<file path="src/rtl/rwlt_pkg.sv">
// Shared types, codes and sizes for the reader/writer lock table.
package rwlt_pkg;

  localparam int TABLE_ENTRIES = 16;
  localparam int SLOT_W = (TABLE_ENTRIES > 1) ? $clog2(TABLE_ENTRIES) : 1;

  localparam logic [1:0] ACT_WRITE   = 2'd0;
  localparam logic [1:0] ACT_READ    = 2'd1;
  localparam logic [1:0] ACT_RELEASE = 2'd2;

  localparam logic [2:0] ST_OK        = 3'd0;
  localparam logic [2:0] ST_BUSY      = 3'd1;
  localparam logic [2:0] ST_FULL      = 3'd2;
  localparam logic [2:0] ST_NOT_HELD  = 3'd3;
  localparam logic [2:0] ST_SATURATED = 3'd4;

  localparam logic [7:0] READERS_MAX = 8'd255;

  typedef struct packed {
    logic [1:0]  action;
    logic [31:0] file_key;
    logic [31:0] client_key;
  } req_t;

  typedef struct packed {
    logic       granted;
    logic [2:0] status;
    logic [7:0] readers_now;
  } rsp_t;

  typedef struct packed {
    logic load;
    logic search;
    logic update;
  } cmd_t;

endpackage

</file>
<file path="src/rtl/rwlt_ctrl.sv">
// Sequencing state machine for the reader/writer lock table.
module rwlt_ctrl
  import rwlt_pkg::*;
(
  input  logic clk,
  input  logic rst,
  input  logic req_valid,
  output logic req_ready,
  output logic rsp_valid,
  input  logic rsp_ready,
  output cmd_t cmd
);

  typedef enum logic [3:0] {
    S_IDLE   = 4'b0001,
    S_SEARCH = 4'b0010,
    S_UPDATE = 4'b0100,
    S_HOLD   = 4'b1000
  } state_t;

  state_t state, state_next;

  always_ff @(posedge clk) begin
    if (rst) begin
      state <= S_IDLE;
    end else begin
      state <= state_next;
    end
  end

  always_comb begin
    state_next = state;
    case (state)
      S_IDLE: begin
        if (req_valid) state_next = S_SEARCH;
      end
      S_SEARCH: state_next = S_UPDATE;
      S_UPDATE: state_next = S_HOLD;
      S_HOLD: begin
        if (rsp_ready) state_next = S_IDLE;
      end
      default: state_next = S_IDLE;
    endcase
  end

  assign req_ready  = (state == S_IDLE);
  assign rsp_valid  = (state == S_HOLD);
  assign cmd.load   = (state == S_IDLE) && req_valid;
  assign cmd.search = (state == S_SEARCH);
  assign cmd.update = (state == S_UPDATE);

endmodule

</file>
<file path="src/rtl/rwlt_dp.sv">
// Lock table storage, key search and update datapath.
module rwlt_dp
  import rwlt_pkg::*;
(
  input  logic clk,
  input  logic rst,
  input  cmd_t cmd,
  input  req_t req,
  output rsp_t rsp
);

  req_t req_q;
  rsp_t rsp_q;

  logic [TABLE_ENTRIES-1:0] slot_valid;
  logic [31:0]              slot_file    [TABLE_ENTRIES];
  logic                     slot_is_writer [TABLE_ENTRIES];
  logic [31:0]              slot_owner   [TABLE_ENTRIES];
  logic [7:0]               slot_readers [TABLE_ENTRIES];

  logic              hit_found, free_found;
  logic [SLOT_W-1:0] hit_idx, free_idx;
  logic              hit_found_next, free_found_next;
  logic [SLOT_W-1:0] hit_idx_next, free_idx_next;

  logic       hit_w;
  logic [7:0] hit_r;
  logic       hit_own;
  logic       ins_en, ins_writer, del_en, cnt_en;
  logic [7:0] cnt_value;
  rsp_t       rsp_next;

  always_ff @(posedge clk) begin
    if (cmd.load) req_q <= req;
  end

  always_comb begin
    hit_found_next  = 1'b0;
    free_found_next = 1'b0;
    hit_idx_next    = '0;
    free_idx_next   = '0;
    for (int i = 0; i < TABLE_ENTRIES; i++) begin
      if (!hit_found_next && slot_valid[i] && slot_file[i] == req_q.file_key) begin
        hit_found_next = 1'b1;
        hit_idx_next   = SLOT_W'(i);
      end
      if (!free_found_next && !slot_valid[i]) begin
        free_found_next = 1'b1;
        free_idx_next   = SLOT_W'(i);
      end
    end
  end

  always_ff @(posedge clk) begin
    if (cmd.search) begin
      hit_found  <= hit_found_next;
      hit_idx    <= hit_idx_next;
      free_found <= free_found_next;
      free_idx   <= free_idx_next;
    end
  end

  assign hit_w   = slot_is_writer[hit_idx];
  assign hit_r   = slot_readers[hit_idx];
  assign hit_own = (slot_owner[hit_idx] == req_q.client_key);

  always_comb begin
    rsp_next   = '{granted: 1'b0, status: ST_OK, readers_now: 8'd0};
    ins_en     = 1'b0;
    ins_writer = 1'b0;
    del_en     = 1'b0;
    cnt_en     = 1'b0;
    cnt_value  = hit_r;
    case (req_q.action)
      ACT_WRITE: begin
        if (!hit_found) begin
          if (!free_found) begin
            rsp_next.status = ST_FULL;
          end else begin
            ins_en           = 1'b1;
            ins_writer       = 1'b1;
            rsp_next.granted = 1'b1;
          end
        end else if (hit_w && hit_own) begin
          rsp_next.granted = 1'b1;
        end else begin
          rsp_next.status      = ST_BUSY;
          rsp_next.readers_now = hit_w ? 8'd0 : hit_r;
        end
      end
      ACT_READ: begin
        if (!hit_found) begin
          if (!free_found) begin
            rsp_next.status = ST_FULL;
          end else begin
            ins_en               = 1'b1;
            rsp_next.granted     = 1'b1;
            rsp_next.readers_now = 8'd1;
          end
        end else if (hit_w) begin
          rsp_next.status = ST_BUSY;
        end else if (hit_r == READERS_MAX) begin
          rsp_next.status      = ST_SATURATED;
          rsp_next.readers_now = READERS_MAX;
        end else begin
          cnt_en               = 1'b1;
          cnt_value            = hit_r + 8'd1;
          rsp_next.granted     = 1'b1;
          rsp_next.readers_now = cnt_value;
        end
      end
      ACT_RELEASE: begin
        if (!hit_found) begin
          rsp_next.status = ST_NOT_HELD;
        end else if (hit_w || hit_r <= 8'd1) begin
          del_en           = 1'b1;
          rsp_next.granted = 1'b1;
        end else begin
          cnt_en               = 1'b1;
          cnt_value            = hit_r - 8'd1;
          rsp_next.granted     = 1'b1;
          rsp_next.readers_now = cnt_value;
        end
      end
      default: begin
        rsp_next = '{granted: 1'b0, status: ST_OK, readers_now: 8'd0};
      end
    endcase
  end

  always_ff @(posedge clk) begin
    if (rst) begin
      slot_valid <= '0;
    end else if (cmd.update) begin
      if (ins_en) slot_valid[free_idx] <= 1'b1;
      if (del_en) slot_valid[hit_idx] <= 1'b0;
    end
  end

  always_ff @(posedge clk) begin
    if (cmd.update && ins_en) begin
      slot_file[free_idx]      <= req_q.file_key;
      slot_is_writer[free_idx] <= ins_writer;
      slot_owner[free_idx]     <= ins_writer ? req_q.client_key : 32'd0;
      slot_readers[free_idx]   <= ins_writer ? 8'd0 : 8'd1;
    end
    if (cmd.update && cnt_en) begin
      slot_readers[hit_idx] <= cnt_value;
    end
  end

  always_ff @(posedge clk) begin
    if (cmd.update) rsp_q <= rsp_next;
  end

  assign rsp = rsp_q;

  a_hit_still_valid: assert property (@(posedge clk) disable iff (rst)
    cmd.update && hit_found |-> slot_valid[hit_idx] && slot_file[hit_idx] == req_q.file_key)
    else $error("Matched slot changed between search and update.");

  a_no_free_means_full: assert property (@(posedge clk) disable iff (rst)
    cmd.update && !free_found |-> &slot_valid)
    else $error("Search reported no free slot while one was free.");

  a_insert_only_on_miss: assert property (@(posedge clk) disable iff (rst)
    cmd.update && ins_en |-> !hit_found && !slot_valid[free_idx])
    else $error("Insert would overwrite a live slot or duplicate a key.");

  a_single_table_op: assert property (@(posedge clk) disable iff (rst)
    cmd.update |-> $countones({ins_en, del_en, cnt_en}) <= 1)
    else $error("More than one table operation in one update.");

endmodule

</file>
<file path="src/rtl/reader_writer_lock_table.sv">
// Top level of the reader/writer lock table.
//
//   Channel  Signals                        Moves
//   req      req_valid, req_ready, req      action, file key, client key
//   rsp      rsp_valid, rsp_ready, rsp      granted, status, reader count
//
// The request is registered at its transfer. The search state then registers
// the parallel key and free-slot search over all slots, and the update state
// updates the table and loads the response register, which is valid in the
// hold state. A new request is accepted only in the idle state. Synchronous
// reset clears all slot valid bits at once. A stalled response holds the block
// until it is taken; no new request is accepted meanwhile.
module reader_writer_lock_table
  import rwlt_pkg::*;
(
  input  logic clk,
  input  logic rst,
  input  logic req_valid,
  output logic req_ready,
  input  req_t req,
  output logic rsp_valid,
  input  logic rsp_ready,
  output rsp_t rsp
);

  cmd_t cmd;

  rwlt_ctrl u_ctrl (
    .clk       (clk),
    .rst       (rst),
    .req_valid (req_valid),
    .req_ready (req_ready),
    .rsp_valid (rsp_valid),
    .rsp_ready (rsp_ready),
    .cmd       (cmd)
  );

  rwlt_dp u_dp (
    .clk (clk),
    .rst (rst),
    .cmd (cmd),
    .req (req),
    .rsp (rsp)
  );

endmodule

</file>
<file path="config.mk">
export PLATFORM = sky130hd
export DESIGN_NAME = reader_writer_lock_table
export DESIGN_NICKNAME = d
export VERILOG_FILES = /design/src/rtl/rwlt_pkg.sv /design/src/rtl/rwlt_ctrl.sv /design/src/rtl/rwlt_dp.sv /design/src/rtl/reader_writer_lock_table.sv
export SDC_FILE = /design/constraint.sdc
export NUM_CORES = 1
export LEC_CHECK = 0
export BUFFER_PORTS_ARGS = -buffer_cell sky130_fd_sc_hd__buf_2
export CAP_MARGIN = 15
export CORE_MARGIN = 1.5
export CORE_UTILIZATION = 40
export CTS_CLUSTER_SIZE = 12
export DETAILED_ROUTE_END_ITERATION = 8
export GPL_TIMING_DRIVEN = 0
export PLACE_DENSITY_LB_ADDON = 0.15
export SETUP_SLACK_MARGIN = 0.15
export SLEW_MARGIN = 20
export SYNTH_ARGS = -nofsm -noshare
export SYNTH_HDL_FRONTEND = slang
export SYNTH_SLANG_ARGS = --single-unit
export TNS_END_PERCENT = 10
</file>
<file path="constraint.sdc">
create_clock -name clk -period 8.08 [get_ports clk]
set_input_delay 2.424 -clock clk [delete_from_list [all_inputs] [get_ports clk]]
set_output_delay 2.424 -clock clk [all_outputs]
set_load 0.03 [all_outputs]
</file>
==> Word-level counts from Yosys, hierarchy flattened <==
Memories as Yosys holds them, arrays and structs flattened.
Index checks and enable logic that the tools add are counted.
{ "word_totals": {"out_inout_bits": 14, "mem_count": 4, "register_bits": 108, "in_bits": 70, "mem_bits_rw": 1168} }
{ "classes": {"n_reduce_logical": 107, "add_sub_neg": 2, "n_bitwise": 3, "mux": 114, "eq_ne": 26, "n_lt_le_gt_ge": 5} }
{ "mem_list": {"columns": ["name", "depth", "word_bits", "read_ports", "rd_ports_with_merged_regs", "wr", "line_no", "source"], "rows": [
  ["u_dp.slot_file", 16, 32, 16, 0, 1, "rwlt_dp.sv:16", "logic [31:0] slot_file [TABLE_ENTRIES];"],
  ["u_dp.slot_owner", 16, 32, 1, 0, 1, "rwlt_dp.sv:18", "logic [31:0] slot_owner [TABLE_ENTRIES];"],
  ["u_dp.slot_readers", 16, 8, 1, 0, 1, "rwlt_dp.sv:19", "logic [7:0] slot_readers [TABLE_ENTRIES];"],
  ["u_dp.slot_is_writer", 16, 1, 1, 0, 1, "rwlt_dp.sv:17", "logic slot_is_writer [TABLE_ENTRIES];"]
]} }
{ "ops": {"columns": ["op", "count"], "rows": [
  ["$eq 32x32->1", 17],
  ["$mux 8", 12],
  ["$mux 16", 4],
  ["$mux 1", 57],
  ["$mux 3", 18],
  ["$logic_and 1x1->1", 52],
  ["$logic_not 1->1", 44],
  ["$pmux 12 s3", 1],
  ["$mux 32", 1],
  ["$reduce_or 8->1", 3],
  ["$mux 2", 10],
  ["$and 16x16->16", 1],
  ["$mux 4", 4],
  ["$not 16->16", 1],
  ["$or 16x16->16", 1],
  ["$pmux 4 s4", 1],
  ["$pmux 8 s2", 1],
  ["$mux 12", 1],
  ["$lt 4x5->1 const B", 2],
  ["$mux 9", 1],
  ["$add 8x1->8 const B", 1],
  ["$demux 1 s4", 2],
  ["$eq 8x8->1 const B", 1],
  ["$ge 4x1->1 const B", 2],
  ["16 further kinds", 19]
]} }

==> Depth between registers and ports, before layout <==
Gate-level depths: netlist (run 1).
An unclocked memory read counts as a cell.
{ "depth": {"depth_word": 64, "mapped_depth": 17, "mapped_depth_nobuf": 13} }

==> Modules after synthesis <==
From an unflattened synthesis (run 1), not the netlist that was laid out.
{ "hier_totals": {"hier_cells": 2965, "area_unflattened_um2": 52122.5} }
{ "by_module_without_submodules": {"columns": ["module", "area_each_um2", "instances", "cells_per_inst"], "rows": [
  ["rwlt_dp", 51882.3, 1, 2941],
  ["rwlt_ctrl", 240.2, 1, 24]
]} }

==> Least setup slack after synthesis (run 1) <==
No wires, ideal clock.
{ "synth_timing": {"path_kind": "reg2reg", "startpoint": "register u_ctrl.state[3]", "endpoint": "memory u_dp.slot_readers[0][0] (enable)", "period_less_slack_ps": 8420, "path_buffers": 0, "setup_ps": 326, "t_required_ps": 7754, "arrival_ps": 8094, "slack_ps": -340, "path_stages_with_launch": 7, "cell_sequence": "dfxtp_1 > nor4b_1 > nor4bb_1 > nor2b_1 > nand2b_1 > nor3_1 > a31o_2"} }
{ "synth_between": {"elab_chain_len": 6, "elab_cells_between_ends": 10, "cone_classes": "1 x eq/ne; 6 x mux; 3 x reduce/logical"} }
{ "synth_rtl": {"columns": ["element", "line_no", "source"], "rows": [
  ["start: declaration", "rwlt_ctrl.sv:21", "state_t state, state_next;"],
  ["start signal: assignment", "rwlt_ctrl.sv:27", "state <= state_next;"],
  ["$eq 4x3->1 *", "rwlt_ctrl.sv:50", "assign cmd.update = (state == S_UPDATE);"],
  ["$logic_and 1x1->1", "rwlt_dp.sv:147", "if (cmd.update && cnt_en) begin"],
  ["$mux 1", "rwlt_dp.sv:147", null],
  ["$mux 1 (implied by the code)", "rwlt_dp.sv:148", "slot_readers[hit_idx] <= cnt_value;"],
  ["$reduce_or 8->1 (no line)", null, null],
  ["$mux 4 (no line) or $mux 1 (tied branches)", null, null],
  ["end: declaration", "rwlt_dp.sv:19", null]
]} }
Mark *: on every way between the ends. The rest lies on a longest branch, timed or not.

==> Worst setup path in the final report (run 1) <==
{ "layout_timing": {"startpoint": "register u_dp.hit_idx[3]", "endpoint": "memory u_dp.slot_readers[10][0] (data pin)"} }
{ "layout_between": {"elab_chain_len": 11, "elab_cells_between_ends": 24, "cone_classes": "2 x add/sub; 1 x order compare; 1 x eq/ne; 15 x mux; 3 x reduce/logical; 2 x memory"} }
{ "layout_rtl": {"columns": ["element", "line_no", "source"], "rows": [
  ["start: declaration", "rwlt_dp.sv:22", "logic [SLOT_W-1:0] hit_idx, free_idx;"],
  ["start signal: assignment", "rwlt_dp.sv:57", "hit_idx <= hit_idx_next;"],
  ["$mem_v2 16x8", null, null],
  ["$le 8x1->1 or $eq 8x8->1 (tied branches)", "rwlt_dp.sv:115, rwlt_dp.sv:102", null],
  ["$logic_or 1x1->1 or $mux 1 (tied branches)", "rwlt_dp.sv:115, rwlt_dp.sv:102", null],
  ["$mux 1, on equally long branches", "rwlt_dp.sv:115, rwlt_dp.sv:100", null],
  ["$mux 1, on equally long branches", "rwlt_dp.sv:113, rwlt_dp.sv:92", null],
  ["$pmux 1 s2", "rwlt_dp.sv:74", "case (req_q.action)"],
  ["$logic_and 1x1->1", "rwlt_dp.sv:147", null],
  ["$mux 1", "rwlt_dp.sv:147", null],
  ["$mux 1 (implied by the code)", "rwlt_dp.sv:148", null],
  ["$reduce_or 8->1 (no line)", null, null],
  ["$mux 8 (no line) *", null, null]
]} }
Marks and branches as above.

==> impl_metrics.py, run 1 <==
metrics = {
    "pwr": {
        "ir_drop_v": 0.000229,
        "power_density_mw_per_mm2": 233,
        "static-leakage-power_uw": 0.0204,
        "post-layout-total-power_uw": 14300,
    },
    "global_routing": {
        "grt_max_degree": 38,
        "grt.met1_usage_pct": 34.3,
        "grt_usage_pct": 24.5,
        "grt_overflow": 0,
        "grt_pass1_vias": 28800,
        "grt.busiest_layer": "met2",
        "grt_antenna_before_repair": 12,
        "use_met2_pct": 38.8,
        "grt_pass1_wl_um": 225000,
        "use_met3_pct": 4.48,
    },
    "sta": {
        "post-route-period-util_pct": 76.3,
        "hold_viol": 0,
        "rsz0062_at_grt": "no",
        "worstMarginPinSlew_ps": 1290,
        "slew_viol_final": 0,
        "fin_skew_ps": 31.1,
        "relSlewSlack_pct": 13.4,
        "layout_setup_ws_ps": 1920,
        "post-route-min-period_ps": 6160,
        "setup_viol": 0,
        "fin_tns_setup_ps": 0,
        "max_freq_ghz": 0.162,
    },
    "clock_tree": {
        "cts_max_level": 4,
        "cts_tree": "yes",
        "clk_latency_ps": 790,
        "holdBufCountCts": 0,
        "clock-sinks": 1276,
        "post_cts_resized": 0,
        "cts_setup_buffers": 0,
        "cts.clk_slew.worst_paths_ps": 60,
        "cts_made_buffers": 140,
        "cts_buffer_depth": 3,
        "cts.root.buffer_cell": "clkbuf_16",
    },
    "die": {
        "row_count": 132,
        "start_util_pct": 40.4,
        "design.die.area_mm2": 0.133,
        "core_area_mm2": 0.130,
        "chipWidth_um": 365,
        "die_h_um": 365,
        "io_pins": 84,
    },
    "setup_path": {
        "critPathMaxFanout": 16,
        "start_kind": "flop",
        "cp.required_ps": 8570,
        "endpoint_kind": "flop",
        "max_stage_delay_ps": 870,
        "arrival_ps": 6650,
        "path_cells": "buf_2, buf_2, nor2b_1, clkbuf_1, clkbuf_1, a221oi_4, inv_1, ha_1, nand3_1, nor2_1, clkinv_1, ha_1, o2bb2ai_1, a22oi_1, a21oi_2",
        "cp_slowest_cell": "clkbuf_1",
        "crit_buf_inv": 6,
        "critPathTopFamily": "buffers and inverters",
        "crit_type": "reg2reg",
    },
    "finish": {
        "area_growth_pct": 17.7,
        "postLayoutCoreUtil_pct": 47.6,
        "multi_input_area_mm2": 0.0136,
        "fillers": 10900,
        "nets": 3351,
        "layout-drive-gt1-share_pct": 19.2,
        "seq_area_mm2": 0.0381,
    },
    "route": {
        "drc_errors": 0,
        "routed-via-count": 29200,
        "ant_nets": 0,
        "post_drt_wl_per_cell_um": 31.6,
        "wl_um": 162000,
        "dr.pass1.iters": 5,
        "first_iter_violations": 3344,
        "vias_per_cell": 5.71,
    },
    "synthesis": {
        "synth_top_family_by_area": "XOR/XNOR gates",
        "yosys.area_share.simple_pct": 5.02,
        "muxShareOfSynthArea_pct": 8.04,
        "syn_inst": 2943,
        "ys.warnings.count": 0,
        "synth_area_mm2": 0.0524,
        "synth-edff-count": 1256,
        "synth.top_cell.area_share_pct": 72.0,
        "synth-seq-cells": 1276,
        "synthMostInstantiatedCell": "edfxtp_1",
        "synth_fa_ha_area_share_pct": 0.215,
        "synth_xor_area_share_pct": 8.93,
        "synth.area.top_cells": "edfxtp_1 72%, mux4_2 6.0%, xnor2_1 6.0%",
        "post-synth-top-area-cell": "edfxtp_1",
        "synth-async-reset-ratio_pct": 0,
        "synth_ff_type": "edfxtp_1",
        "synth-seq-area-share_pct": 72.8,
        "synth_compound_area_share_pct": 3.38,
        "syn-num-nets": 3022,
        "syn_area_per_cell_um2": 17.8,
        "synthTopCellsByCount": "1,256 x edfxtp_1, 358 x xnor2_1, 176 x xor2_1",
        "ys_types": 78,
    },
    "hold_path": {
        "hp-class": "reg2reg",
    },
    "placement": {
        "hpwl_um": 108000,
        "io_buffers": 82,
        "dp_slack_ps": 1510,
        "place.gp.congestion": 0.878,
    },
    "job": {
        "cap_violations": 0,
    },
    "outcome": {
        "status": "complete, no violations",
    },
}
-- tightest hold or removal path, delay by kind of cell, from the launching register on --
kind / cells / cell delay [ps]
compound gates: 1 / 60
flops: 1 / 340
simple gates: 1 / 110
-- layout by cell type, fill, tap and decap left out, types with 20 or more instances in the layout --
cell,count
mux2i_1,63
mux4_2,140
clkbuf_1,94
nand3_1,43
clkinv_1,31
buf_8,35
buf_16,32
buf_2,117
dfxtp_1,20
xor2_1,176
nor3_1,38
nor2_1,52
nor4_1,53
o21ai_0,27
clkbuf_16,144
nand2_1,72
xnor2_1,358
a22oi_1,22
and2_1,37
buf_12,31
edfxtp_1,1256
nand4_1,98
a21oi_1,33
inv_1,33
-- flip-flops by register name, indices dropped and copies added (netlist names), 4 cells and up --
name and flops:
u_dp.rsp 12, u_dp.slot_valid 16, u_dp.slot_readers 128, u_dp.free_idx 4
u_dp.slot_owner 512, u_dp.req_q 66, u_ctrl.state 4, u_dp.slot_is_writer 16
u_dp.slot_file 512, u_dp.hit_idx 4
-- per-stage QoR --
step	cells	hold WS, ps	cell area (µm²)
2_1_floorplan	2943	504	52400
3_3_place_gp	4767	531	55000
3_5_place_dp	4865	554	57100
4_1_cts	5104	563	61500
5_1_grt	5111	613	61600
6_report	5113	557	61700
-- layer usage --
| layer | wire length [µm] | up-vias |
|---|---|---|
| met4 | 4400 | 0 |
| met1 | 69400 | 15400 |
| met2 | 76400 | 1281 |
| met5 | 0 | - |
| met3 | 11500 | 220 |
| li1 | - | 12200 |
-- cell type report --
cell class | count | share of cell area, %
diodes | 2 | 0.00812
plain buffers | 143 | 1.22
clock buffers | 178 | 6.08
clock inverters | 61 | 1.06
inverters | 38 | 0.231
multi-input cells | 1486 | 22.0
flip-flops and latches | 1276 | 61.8
well taps | 1742 | 3.54
repair buffers | 187 | 3.98
-- where the power goes --
group / switching [µW] / internal [µW]
registers: 112 / 7280
logic: 458 / 248
clock network: 2620 / 3630
total: 3190 / 11200
-- kinds of logic (layout without fill, tap and decap cells) --
| kind of cell | after synthesis | in the layout |
|---|---|---|
| other | 0 | 2 |
| and+or+nand+nor | 479 | 479 |
| AOI/OAI and AO/OA | 239 | 239 |
| buffers and inverters | 181 | 607 |
| muxes | 225 | 225 |
| adders and majority gates | 9 | 9 |
| DFF | 1276 | 1276 |
| xor gates and xnor gates | 534 | 534 |
-- path summary, 6_finish.rpt --
path / slack, ps / endpoint / from / cells after the start
worst max-delay path: 1920 / u_dp.slot_readers[10][0] / u_dp.hit_idx[3] / 15
worst min-delay path: 560 / u_dp.slot_valid[6] / u_dp.slot_valid[6] / 2
worst max register to register: 1920 / u_dp.slot_readers[10][0] / u_dp.hit_idx[3] / 15
worst min register to register: 560 / u_dp.slot_valid[6] / u_dp.slot_valid[6] / 2
No activity file was read; power rests on OpenSTA's default activity.
==> inputs of run 2 (changes only) <==
- clock period: 8.08 -> 5 ns (I/O delays scaled with it)
==> impl_metrics.py, run 2 (synthesis results as in run 1) <==
metrics = {
    "clock_tree": {
        "cts_made_buffers": 142,
        "clk_latency_ps": 790,
        "cts_tree": "yes",
        "clock-sinks": 1276,
        "holdBufCountCts": 0,
        "cts.root.buffer_cell": "clkbuf_16",
        "cts_max_level": 4,
        "cts_buffer_depth": 3,
        "cts.clk_slew.worst_paths_ps": 60,
    },
    "pwr": {
        "power_density_mw_per_mm2": 371,
        "ir_drop_v": 0.000365,
        "post-layout-total-power_uw": 22900,
        "static-leakage-power_uw": 0.0204,
    },
    "setup_path": {
        "cp_slowest_cell": "edfxtp_1",
        "critPathMaxFanout": 17,
        "crit-reg2reg-launch": "u_dp.req_q[50]",
        "crit_buf_inv": 1,
        "path_cells": "clkbuf_2, xnor2_1, nand4_1, nor4_2, nand4_1, or4_1, or4b_2, o221ai_1",
        "max_stage_delay_ps": 1160,
        "cpMostUsedCell": "nand4_1",
        "crit_start": "u_dp.req_q[50]",
        "timing.rr.end": "u_dp.hit_idx[0]",
        "crit_type": "reg2reg",
        "r2r_cells": 8,
        "arrival_ps": 5540,
        "critPathTopFamily": "simple AND/OR/NAND/NOR gates",
        "endpoint_kind": "flop",
        "crit_end": "u_dp.hit_idx[0]",
        "reg2reg_setup_slack_ps": -6,
        "crit_cells": 8,
        "start_kind": "flop",
        "cp.required_ps": 5540,
    },
    "route": {
        "met1_length_um": 69500,
        "ant_nets": 0,
        "wl_um": 161000,
        "vias_per_cell": 5.72,
        "drc_errors": 0,
        "wl_met3_um": 11000,
        "dr.pass1.iters": 6,
        "dr_wl_met2_um": 76300,
        "first_iter_violations": 3323,
        "top_layer": "met4",
        "routed-via-count": 29300,
        "post_drt_wl_per_cell_um": 31.3,
    },
    "finish": {
        "reg_top3": "u_dp.slot_file: 512 flops, u_dp.slot_owner: 512 flops, u_dp.slot_readers: 128 flops",
        "layout-drive-gt1-share_pct": 20.3,
        "layout_commonest_cell": "edfxtp_1",
        "nets": 3358,
        "fillers": 11000,
        "final_cell_mix": "1,256 x edfxtp_1, 358 x xnor2_1, 176 x xor2_1",
        "postLayoutCoreUtil_pct": 47.7,
        "area_growth_pct": 18.0,
    },
    "outcome": {
        "status": "complete, but fails checks",
        "violations": "negative setup slack",
    },
    "global_routing": {
        "grt_antenna_before_repair": 7,
        "grt_pass1_vias": 29100,
        "grt_usage_pct": 24.3,
        "grt_overflow": 0,
        "grt_max_degree": 38,
        "grt_pass1_wl_um": 224000,
    },
    "sta": {
        "post-route-min-period_ps": 5010,
        "worstMarginPinSlew_ps": 1250,
        "max_freq_ghz": 0.200,
        "slew_viol_final": 0,
        "hold_viol": 0,
        "rsz0062_at_grt": "yes",
        "fin_skew_ps": 28.7,
        "post-route-period-util_pct": 100,
        "setup_viol": 1,
        "relSlewSlack_pct": 16.6,
        "layout_setup_ws_ps": -5.83,
    },
    "die": {
        "io_pins": 84,
        "chipWidth_um": 365,
        "design.die.area_mm2": 0.133,
        "start_util_pct": 40.4,
        "core_area_mm2": 0.130,
        "die_h_um": 365,
        "row_count": 132,
    },
    "placement": {
        "place.gp.congestion": 0.875,
        "hpwl_um": 108000,
        "io_buffers": 82,
    },
    "hold_path": {
        "hp-class": "reg2reg",
    },
    "job": {
        "cap_violations": 0,
    },
}
==> run 2: what timing repair did <==
item | CTS | global route
gates resized for setup | 65 | 27
buffers inserted | 13 | 2
pin swaps | 6 | 0
setup endpoints to repair | 288 | 169
==> run 2: worst register-to-register path: stages, from the launching register on <==
cell and delay [ps]:
edfxtp_1 1160, clkbuf_2 610, xnor2_1 200, nand4_1 180, nor4_2 640, nand4_1 250
or4_1 630, or4b_2 700, o221ai_1 400
==> run 2: how the worst min path moves through the flow <==
| stage | start | cells after the start | slack (ps) | to |
|---|---|---|---|---|
| global placement | u_dp.slot_valid[6] | 2 | 530 | u_dp.slot_valid[6] |
| CTS | u_dp.slot_valid[3] | 2 | 570 | u_dp.slot_valid[3] |
| floorplan | u_dp.slot_valid[6] | 2 | 500 | u_dp.slot_valid[6] |
| global route | u_dp.slot_valid[5] | 2 | 590 | u_dp.slot_valid[5] |
| detailed placement | u_dp.slot_valid[5] | 2 | 560 | u_dp.slot_valid[5] |
| finish | u_dp.slot_valid[3] | 2 | 570 | u_dp.slot_valid[3] |
==> run 2: report_power, final <==
group | total [µW] | switching (µW) | internal (µW)
combinational | 1130 | 735 | 391
clock | 9870 | 4260 | 5610
sequential | 11900 | 186 | 11800
total | 22900 | 5180 | 17800
==> run 2: per-stage QoR <==
stage	hold slack, ps	TNS (ps)	instances	instance area [µm²]	setup WS [ps]
2_1_floorplan	504	0	2943	52500	303
3_3_place_gp	533	-3126740	4767	55100	-3150
3_5_place_dp	559	-226790	4860	57000	-1500
4_1_cts	568	-0.816	5127	61700	-0.816
5_1_grt	594	0	5131	61800	29.7
6_report	567	-5.83	5132	61800	-5.83
==> run 2: metal layers <==
metal / global-route usage [%] / vias up
met4: 6.91 / 0
met1: 34.3 / 15600
li1: - / 12300
met5: 0 / -
met2: 39.0 / 1243
met3: 4.03 / 228
==> run 2: final cells by class <==
class / instances / area [µm²] / share of cell area, %
Sequential cell: 1276 / 38100 / 61.7
Multi-Input combinational cell: 1486 / 13800 / 22.4
Clock buffer: 188 / 3790 / 6.13
Timing Repair Buffer: 192 / 2380 / 3.85
Tap cell: 1742 / 2180 / 3.53
Buffer: 143 / 846 / 1.37
Clock inverter: 66 / 529 / 0.856
Inverter: 38 / 146 / 0.237
Antenna cell: 1 / 2.50 / 0.00405
